### config.mk
export PLATFORM = sky130hd
export DESIGN_NAME = pasr_sub_unit
export DESIGN_NICKNAME = d
export VERILOG_FILES = /design/src/hdl/pasr_pkg.sv /design/src/hdl/pasr_sub_unit.sv
export SDC_FILE = /design/constraint.sdc
export NUM_CORES = 1
export LEC_CHECK = 0
export BUFFER_PORTS_ARGS = -buffer_cell sky130_fd_sc_hd__buf_2
export CAP_MARGIN = 20
export CORE_MARGIN = 1
export CORE_UTILIZATION = 47
export DETAILED_ROUTE_END_ITERATION = 12
export GPL_ROUTABILITY_DRIVEN = 1
export PLACE_DENSITY = 0.88
export SYNTH_ARGS = -nofsm -noshare
export SYNTH_HDL_FRONTEND = slang
export SYNTH_SLANG_ARGS = --single-unit
### constraint.sdc
create_clock -name vclk -period 3.4
set_input_delay 0.51 -clock vclk [all_inputs]
set_output_delay 0.51 -clock vclk [all_outputs]
set_load 0.01 [all_outputs]
### src/hdl/pasr_pkg.sv
// Shared constants and types for the phase accumulator and sliding-window RMS meter.
package pasr_pkg;

   localparam int SAMPLE_W    = 16;  // signed input sample
   localparam int PHASE_OUT_W = 32;  // phase field on the result channel
   localparam int INC_W       = 32;  // frequency word
   localparam int RMS_W       = 16;  // rms field on the result channel
   localparam int SQ_W        = 31;  // one stored square, 2^30 max
   // shared subtractor: holds the sum and WINDOW * trial term, window up to 1024
   localparam int SUB_W       = 43;
   localparam int ROOT_STEPS  = 16;  // result bit pairs of the square root

   typedef struct packed {
      logic [SUB_W-1:0] diff;
      logic             borrow;  // set when a < b
   } sub_result_type;

endpackage

### src/hdl/pasr_sub_unit.sv
// Shared compare/subtract unit, time-shared by the square-root steps.
module pasr_sub_unit (
   input  logic [pasr_pkg::SUB_W-1:0] a,
   input  logic [pasr_pkg::SUB_W-1:0] b,
   output pasr_pkg::sub_result_type    result
);

   logic [pasr_pkg::SUB_W:0] wide;

   assign wide          = {1'b0, a} - {1'b0, b};
   assign result.diff   = wide[pasr_pkg::SUB_W-1:0];
   assign result.borrow = wide[pasr_pkg::SUB_W];

endmodule

==> results of run 1 <==
-- cells in the final DEF, fill, tap and decap left out, types with 8 or more instances in the layout --
master and n:
nand4_1 8, nor2_1 15, inv_1 51, nand3_1 11, o21ai_0 14, xor2_1 17
o21ai_1 15, xnor2_1 19, buf_4 8, buf_2 129, nand2_1 29, a21o_1 29
ha_1 40, a21oi_1 34
-- critical path, cell delays in order --
cell and delay, ns:
buf_6 0.10, inv_4 0.04, ha_4 0.13, fa_2 0.23, nor2b_4 0.05, o31a_1 0.33
o31ai_4 0.27, a21o_1 0.19, a21oi_2 0.07, or2_4 0.26, a21o_1 0.23, a211oi_2 0.26
xnor2_1 0.14, buf_2 0.15
-- per-layer routing --
layer / vias up / routed length, um / GRT usage, %
met4: 0 / 156 / 3.564
met5: - / 0 / 0
met2: 165 / 3593 / 43.24
li1: 1596 / - / -
met3: 22 / 470 / 1.205
met1: 1430 / 3220 / 31.68
-- per-stage QoR --
step                power (mW)  setup TNS [ns]  utilization (%)  setup WS [ns]
floorplan               0.4659               0                -         0.3860
global placement        0.6951               0            63.57        0.02635
detailed placement      0.7066               0            63.57        0.01539
CTS                     0.7112               0            63.62        0.01066
global route            0.8190         -0.4834            66.22        -0.1483
finish                  0.7486        -0.08459            66.22       -0.08459
-- path summary, 6_finish.rpt --
path | startpoint | to | slack [ns]
worst max-delay path | a[0] | result[41] | -0.08
worst min-delay path | b[0] | result[1] | 1.39
-- power by group through the flow --
stage | Combinational [mW] | Sequential, mW | Clock (mW)
global placement | 0.695 | 0 | 0
finish | 0.749 | 0 | 0
global route | 0.819 | 0 | 0
detailed placement | 0.707 | 0 | 0
floorplan | 0.466 | 0 | 0
CTS | 0.711 | 0 | 0
-- what timing repair did --
item                       CTS  global route
cloned                       0             0
resized for setup            1            22
hold buffers                 0             0
buffers inserted             0             2
setup endpoints to repair    1            17
pin swaps                    0            15
-- layout make-up --
type | count | area share [%]
repair buffers | 138 | 21.20
well taps | 70 | 2.590
multi-input cells | 312 | 70.37
inverters | 52 | 5.845
-- cell families after synthesis --
logic type / share of synthesized area [%]
AO/OA/AOI/OAI: 35.79
AND/OR/NAND/NOR: 19.67
buffers and inverters: 9.260
adder cells (fa/ha/maj): 22.32
XOR/XNOR: 12.96
==> key figures, run 1 <==
Power and ir drop
  – Cell internal pwr: 0.3383 mW
  – Switching portion of total power: between 50% and 60%
  – Pwr Density: approximately 220 mW/mm^2
  – Share of power burned in registers: 0%
  – Lkg Pwr: 1.926 nW
  – Combinational Power Share: 100.0%
  – Switch Pwr: 0.4103 mW
  – Maximum VDD drop: 127.9 uV
  – Clk network pwr share: 0%

Final layout
  – Number of diodes: 0
  – Filler cells: 449
  – Final Instance Count excl. Fillers: 572
  – Layout net count: 634
  – Layout cells sized above 1: 33.27%
  – Multi-input gate area: ~0.0024 mm^2
  – Area Growth Syn to Fin: 35.29%
  – Final instance area: 0.003382 mm^2
  – Clock buf count: 0
  – Seq_cells: 0
  – Sequential standard cell area: 0 um^2

Floorplan
  – Die height: 74.93 um
  – Io pins: 130
  – # rows: 26
  – DIE WIDTH: 74.93 um
  – Initial Utilization: 48.95%
  – Core ar.: 0.005107 mm^2
  – Die area: 0.005615 mm^2

Yosys
  – Distinct cells, synth: 49
  – Synthesized Nets: just over 500
  – Synth Instances: 373
  – Most common cell in the synthesized netlist: inv_1
  – Top cells by area, synth: ha_1 22%, a21o_1 8.7%, inv_1 7.8%
  – Sequential element share of the synthesized area: 0%
  – Cell taking the most area after synthesis: ha_1
  – Synth Cell Area: about 0.0025 mm^2
  – Syn Area/Cell: around 6.7 um^2
  – Synth warnings: 0
  – Synth top area share: ~22%
  – Post-synth top cells: 52 x inv_1, 43 x ha_1, 36 x a21oi_1

Global routing
  – Pin count of the biggest net entering global routing: 12
  – Initial antenna violation count: 0
  – GR Overflow Total: 0
  – Vias in the first global route: 2729
  – Aggregate global-route resource usage: 23.85%
  – First-pass GRT wire length: around 11000 um

Detailed routing
  – Via density per instance: 5.617
  – DRC violations left: 0
  – Wirelength per Cell: roughly 13 um
  – Vias post-DR: 3213
  – Antenna Violating Nets Remaining: 0
  – Initial DRC Count: 149
  – Wirelength, routed: 7441 um
  – DR pass1 iterations: 5

Placement
  – Port Buffer Count: 130
  – Placed Area: 0.003247 mm^2
  – DP Cell Count: 570
  – Post-DP HPWL: 6091 um
  – GPL Wtd Cong: 0.8377

Worst hold path
  – Hold path depth: 4
  – HP Class: input pin to primary output

Outcome
  – Failing checks: negative setup slack
  – Status: finished with violations

Run
  – Max-cap violations: 0

Timing
  – Slew Limit Fails: 0
  – Max Clock Freq: 287.0 MHz
  – Setup slack after layout: -0.08459 ns
  – Final Cycle Share: 102.5%
  – Final Critical Period: 3.485 ns
  – Actual slew at the worst max-slew pin: ~0.35 ns
  – Unrepaired setup endpoints after global routing: true
  – Hold Violations, Final: 0
  – Hold_ws: 1.389 ns
  – Worst rel slew slack: roughly three quarters
  – Final setup fails: 1

Worst setup path
  – Required time worst endpoint: 2.89 ns
  – Crit Path Max Fanout: 4
  – Kind of critical path: input pin to primary output
  – Worst Setup Start Kind: input pin
  – CP Data Arrival Time: 2.97 ns
  – CP endpoint kind: primary output
Note: power is estimated with default switching activity, not from simulation.
==> run 2: changes to the inputs <==
- PLACE_DENSITY: 0.88 -> default
- PLACE_DENSITY_LB_ADDON: default -> 0.12
==> run 2 against run 1 <==
  * The flow now finishes without violations
  * Highest routed layer unchanged
  * Combinational power hardly changed
  * Total power is 0.16% higher
  * Routed wire length is 7.8% lower
  * Global-route usage is 0.18 points lower
  * Final area is 1.7% higher
  * First-iteration DRC count is 38% lower
  * Flip-flop and latch count stayed put
  * Sequential share of layout area stayed put
==> key figures, run 2 (synthesized netlist as in run 1, its figures left out) <==
Floorplan
  – DIE WIDTH: roughly 75 um
  – Die height: 74.93 um
  – Initial Utilization: 48.95%
  – Io pins: 130
  – Die area: approximately 0.0056 mm^2
  – # rows: 26
  – Core ar.: 0.005107 mm^2

Final layout
  – Area Growth Syn to Fin: 37.64%
  – Commonest non-fill, non-tap cell in the layout: buf_2
  – Multi-input gate area: 0.002371 mm^2
  – Number of diodes: 0
  – Sequential standard cell area: 0 um^2
  – Filler cells: 476
  – Seq_cells: 0
  – Commonest non-fill, non-tap cells in the layout: 129 x buf_2, 51 x inv_1, 37 x ha_1
  – Layout cells sized above 1: a little over a third
  – Final Instance Count excl. Fillers: a little under 600
  – Clock buf count: 0
  – Layout net count: roughly 640

Placement
  – Dpl ws: -0.005373 ns
  – GPL Wtd Cong: just under 0.9
  – DP Cell Count: 574
  – Port Buffer Count: 130
  – Post-DP HPWL: about 5800 um

Detailed routing
  – Wirelength per Cell: 11.81 um
  – DR pass1 iterations: 5
  – DRC violations left: 0
  – Via density per instance: 5.325
  – Antenna Violating Nets Remaining: 0
  – Initial DRC Count: 93
  – Vias post-DR: 3094
  – Wirelength, routed: approximately 7000 um

Worst setup path
  – CP endpoint kind: primary output
  – Crit Path Max Fanout: 4
  – Required time worst endpoint: 2.89 ns
  – Kind of critical path: input pin to primary output
  – Worst Setup Start Kind: input pin
  – CP Data Arrival Time: between 2 and 3 ns

Timing
  – Final setup fails: 0
  – Hold Violations, Final: 0
  – Final setup TNS: 0 ns
  – Slew Limit Fails: 0
  – Max Clock Freq: 298.3 MHz
  – Actual slew at the worst max-slew pin: 0.3804 ns
  – Unrepaired setup endpoints after global routing: true
  – Hold_ws: 1.398 ns
  – Setup slack after layout: 0.04720 ns
  – Final Cycle Share: 98.61%
  – Worst rel slew slack: 74.52%
  – Final Critical Period: ~3.4 ns

Power and ir drop
  – Clk network pwr share: 0%
  – Share of power burned in registers: 0%
  – Switching portion of total power: a little over half
  – Cell internal pwr: 0.3504 mW
  – Maximum VDD drop: approximately 110 uV
  – Switch Pwr: 0.3994 mW
  – Pwr Density: 217.9 mW/mm^2
  – Lkg Pwr: about 2.0 nW
  – Combinational Power Share: 100.0%

Clock network
  – CTS hold repair buffers: 0

Global routing
  – Aggregate global-route resource usage: between 20% and 30%
  – Initial antenna violation count: 0
  – GR Overflow Total: 0
  – Pin count of the biggest net entering global routing: 12
  – First-pass GRT wire length: 11010 um
  – Vias in the first global route: 2688

Worst hold path
  – HP Class: input pin to primary output
  – Hold path depth: 4

Outcome
  – Status: finished clean

Run
  – Max-cap violations: 0
run 2: timing repair:
action | in CTS | in global routing
resized for setup | 2 | 21
buffers inserted | 0 | 7
pin swaps | 0 | 20
setup endpoints to repair | 2 | 14
run 2: power groups by stage:
stage	Sequential, mW	Combinational, mW	Clock [mW]
after CTS	0	0.717	0
after global routing	0	0.831	0
after global placement	0	0.704	0
after floorplan	0	0.466	0
final	0	0.750	0
after detailed placement	0	0.711	0
run 2: path summary, 6_finish.rpt:
| check | startpoint | to | slack (ns) |
|---|---|---|---|
| setup / recovery | a[0] | result[41] | 0.05 |
| hold / removal | b[0] | result[1] | 1.40 |
run 2: per-stage QoR:
stage	total power [mW]	utilization [%]	cell area, um^2
after floorplan	0.4659	-	2500
after detailed placement	0.7113	64.16	3277
final	0.7498	67.37	3441
after CTS	0.7166	64.28	3283
after global routing	0.8315	67.37	3441
after global placement	0.7040	64.16	3277
run 2: cell type report:
cell class         count  share of cell area [%]
repair buffers       147                   22.80
well taps             70                   2.545
inverters             52                   5.745
multi-input cells    312                   68.91
run 2: routing by layer:
metal | GRT usage [%] | share of wire (%)
met5 | 0 | 0
met4 | 1.048 | 0.32
met3 | 2.410 | 5.2
met2 | 42.94 | 49
met1 | 31.65 | 46
run 2: critical path, cell delays in order:
cell and delay, ns:
buf_6 0.09, inv_4 0.04, ha_4 0.12, fa_2 0.24, nor2b_4 0.05, o31a_1 0.30
o31ai_2 0.27, a21o_1 0.18, a21oi_2 0.06, or2_4 0.24, a21o_1 0.21, a211oi_2 0.23
xnor2_1 0.14, buf_2 0.15
==> run 3: changes to the inputs <==
- CORE_UTILIZATION: 47 -> 30
==> run 3 against run 2 <==
  * Sequential share of layout area is the same
  * Highest routed layer unchanged
  * Utilization shrank 23 points
  * Critical endpoint is now result[36]
  * Non-clock buffer count grew 1
  * Routed wire length grew 9.6%
  * Critical path depth shrank 2
  * Cell count grew 5.7%
  * Worst setup slack gained 0.048 ns
==> key figures, run 3 (synthesized netlist as in run 1, its figures left out) <==
Final layout
  – Layout net count: 644
  – Filler cells: 861
  – Clock buf count: 0
  – Commonest non-fill, non-tap cells in the layout: 127 x buf_2, 50 x inv_1, 37 x ha_1
  – Commonest non-fill, non-tap cell in the layout: buf_2
  – Layout cells sized above 1: 35.55%
  – Number of diodes: 0
  – Seq_cells: 0
  – Sequential standard cell area: 0 um^2
  – Final core occ: 44.78%
  – Area Growth Syn to Fin: 41.29%

Detailed routing
  – Wl on met1: about 3400 um
  – Wirelength per Cell: 12.26 um
  – Vias post-DR: between 3k and 4k
  – DR pass1 iterations: 4
  – Highest Signal Layer: met4
  – Wirelength, routed: approximately 7500 um
  – Antenna Violating Nets Remaining: 0
  – Via density per instance: 4.984
  – Initial DRC Count: 91
  – Met3 wire length: 505 um
  – DRC violations left: 0
  – Met2 routed WL: 3570 um

Floorplan
  – DIE WIDTH: 93.29 um
  – Die area: 0.008702 mm^2
  – Core ar.: 0.007888 mm^2
  – Die height: around 93 um
  – # rows: 32
  – Io pins: 130
  – Initial Utilization: 31.69%

Clock network
  – CTS hold repair buffers: 0

Timing
  – Final setup TNS: 0 ns
  – Hold Violations, Final: 0
  – Slew Limit Fails: 0
  – Setup slack after layout: 0.09491 ns
  – Unrepaired setup endpoints after global routing: true
  – Final Cycle Share: 97.21%
  – Actual slew at the worst max-slew pin: 0.3275 ns
  – Final Critical Period: 3.305 ns
  – Worst rel slew slack: 78.04%
  – Max Clock Freq: 302.6 MHz
  – Final setup fails: 0

Worst setup path
  – CP Data Arrival Time: 2.80 ns
  – Cell mode on critical path: buf_4
  – Crit path buf inv count: 3
  – Kind of critical path: input pin to primary output
  – Worst Setup Start Kind: input pin
  – Critical path's top delay family: compound AO/OA/AOI/OAI gates
  – Largest stage delay, worst path: 0.36 ns
  – Required time worst endpoint: 2.89 ns
  – Crit path cell chain: buf_4, ha_4, nor2b_4, o2111a_2, o21ai_4, o21ai_2, a221o_1, a21oi_2, o31a_1, buf_4, xnor2_1, buf_2
  – Crit Path Max Fanout: 4
  – CP endpoint kind: primary output
  – Slowest stage cell, crit path: a221o_1

Power and ir drop
  – Share of power burned in registers: 0%
  – Switching portion of total power: 53.06%
  – Switch Pwr: 0.4041 mW
  – Pwr Density: approximately 220 mW/mm^2
  – Cell internal pwr: between 0.3 and 0.4 mW
  – Clk network pwr share: 0%
  – Lkg Pwr: just under 2 nW
  – Combinational Power Share: 100.0%
  – Maximum VDD drop: 83.49 uV

Placement
  – Post-DP HPWL: 6444 um
  – Port Buffer Count: 130
  – Dpl ws: -0.02947 ns
  – GPL Wtd Cong: 0.8611

Global routing
  – Vias in the first global route: 2812
  – Pin count of the biggest net entering global routing: 12
  – GR Overflow Total: 0
  – Initial antenna violation count: 0
  – Aggregate global-route resource usage: about 16%
  – First-pass GRT wire length: approximately 12000 um

Worst hold path
  – Hold path depth: 4
  – Hold EP: result[1]
  – Hold Crit Start: b[0]
  – HP Class: input pin to primary output

Outcome
  – Status: finished clean

Run
  – Max-cap violations: 0
run 3: cell types whose count changed in the layout (fill, tap and decap cells not counted), moves of 2 or more:
cell	before	now
ha_2	3	1
ha_4	3	5
buf_2	129	127
buf_4	17	19
a21oi_2	8	6
run 3: worst max-delay path by stage:
stage / slack [ns] / depth (start not counted) / to / from
6_report: 0.09 / 12 / result[36] / a[1]
3_3_place_gp: -0.008 / 14 / result[41] / a[0]
2_1_floorplan: 0.39 / 12 / result[35] / a[0]
4_1_cts: 0.002 / 13 / result[0] / b[1]
3_5_place_dp: -0.03 / 14 / result[41] / a[0]
5_1_grt: -0.02 / 14 / result[41] / a[0]
run 3: routing by layer:
| metal | up-vias | global-route usage, % |
|---|---|---|
| met1 | 1348 | 20.43 |
| met2 | 100 | 30.09 |
| met4 | 0 | 0.3846 |
| met3 | 4 | 2.114 |
| met5 | - | 0 |
| li1 | 1608 | - |
run 3: power groups by stage:
stage	Sequential, mW	Clock (mW)	Combinational (mW)
finish	0	0	0.762
global route	0	0	0.844
CTS	0	0	0.743
detailed placement	0	0	0.730
global placement	0	0	0.727
floorplan	0	0	0.466
run 3: timing repair:
item                       in CTS  in global routing
setup endpoints to repair       3                 16
pin swaps                      12                 19
gates cloned                    0                  0
buffers inserted                3                  0
resized for setup               8                 23
run 3: worst min-delay path, cell delays in order:
cell and delay, ns:
buf_2 0.10, ha_4 0.12, inv_1 0.03, buf_2 0.12
run 3: final cells by class:
cell class	instances	area (um^2)	area share, %
Multi-Input combinational cell	312	2404	68.05
Timing Repair Buffer	148	800.8	22.67
Inverter	52	200.2	5.668
Tap cell	102	127.6	3.613
run 3: through the flow:
step,area (um^2),cells,power (mW),hold WS (ns)
2_1_floorplan,2500,373,0.4659,1.168
3_3_place_gp,3354,611,0.7271,1.359
3_5_place_dp,3354,611,0.7296,1.359
4_1_cts,3408,614,0.7431,1.393
5_1_grt,3532,614,0.8439,1.413
6_report,3532,614,0.7616,1.393
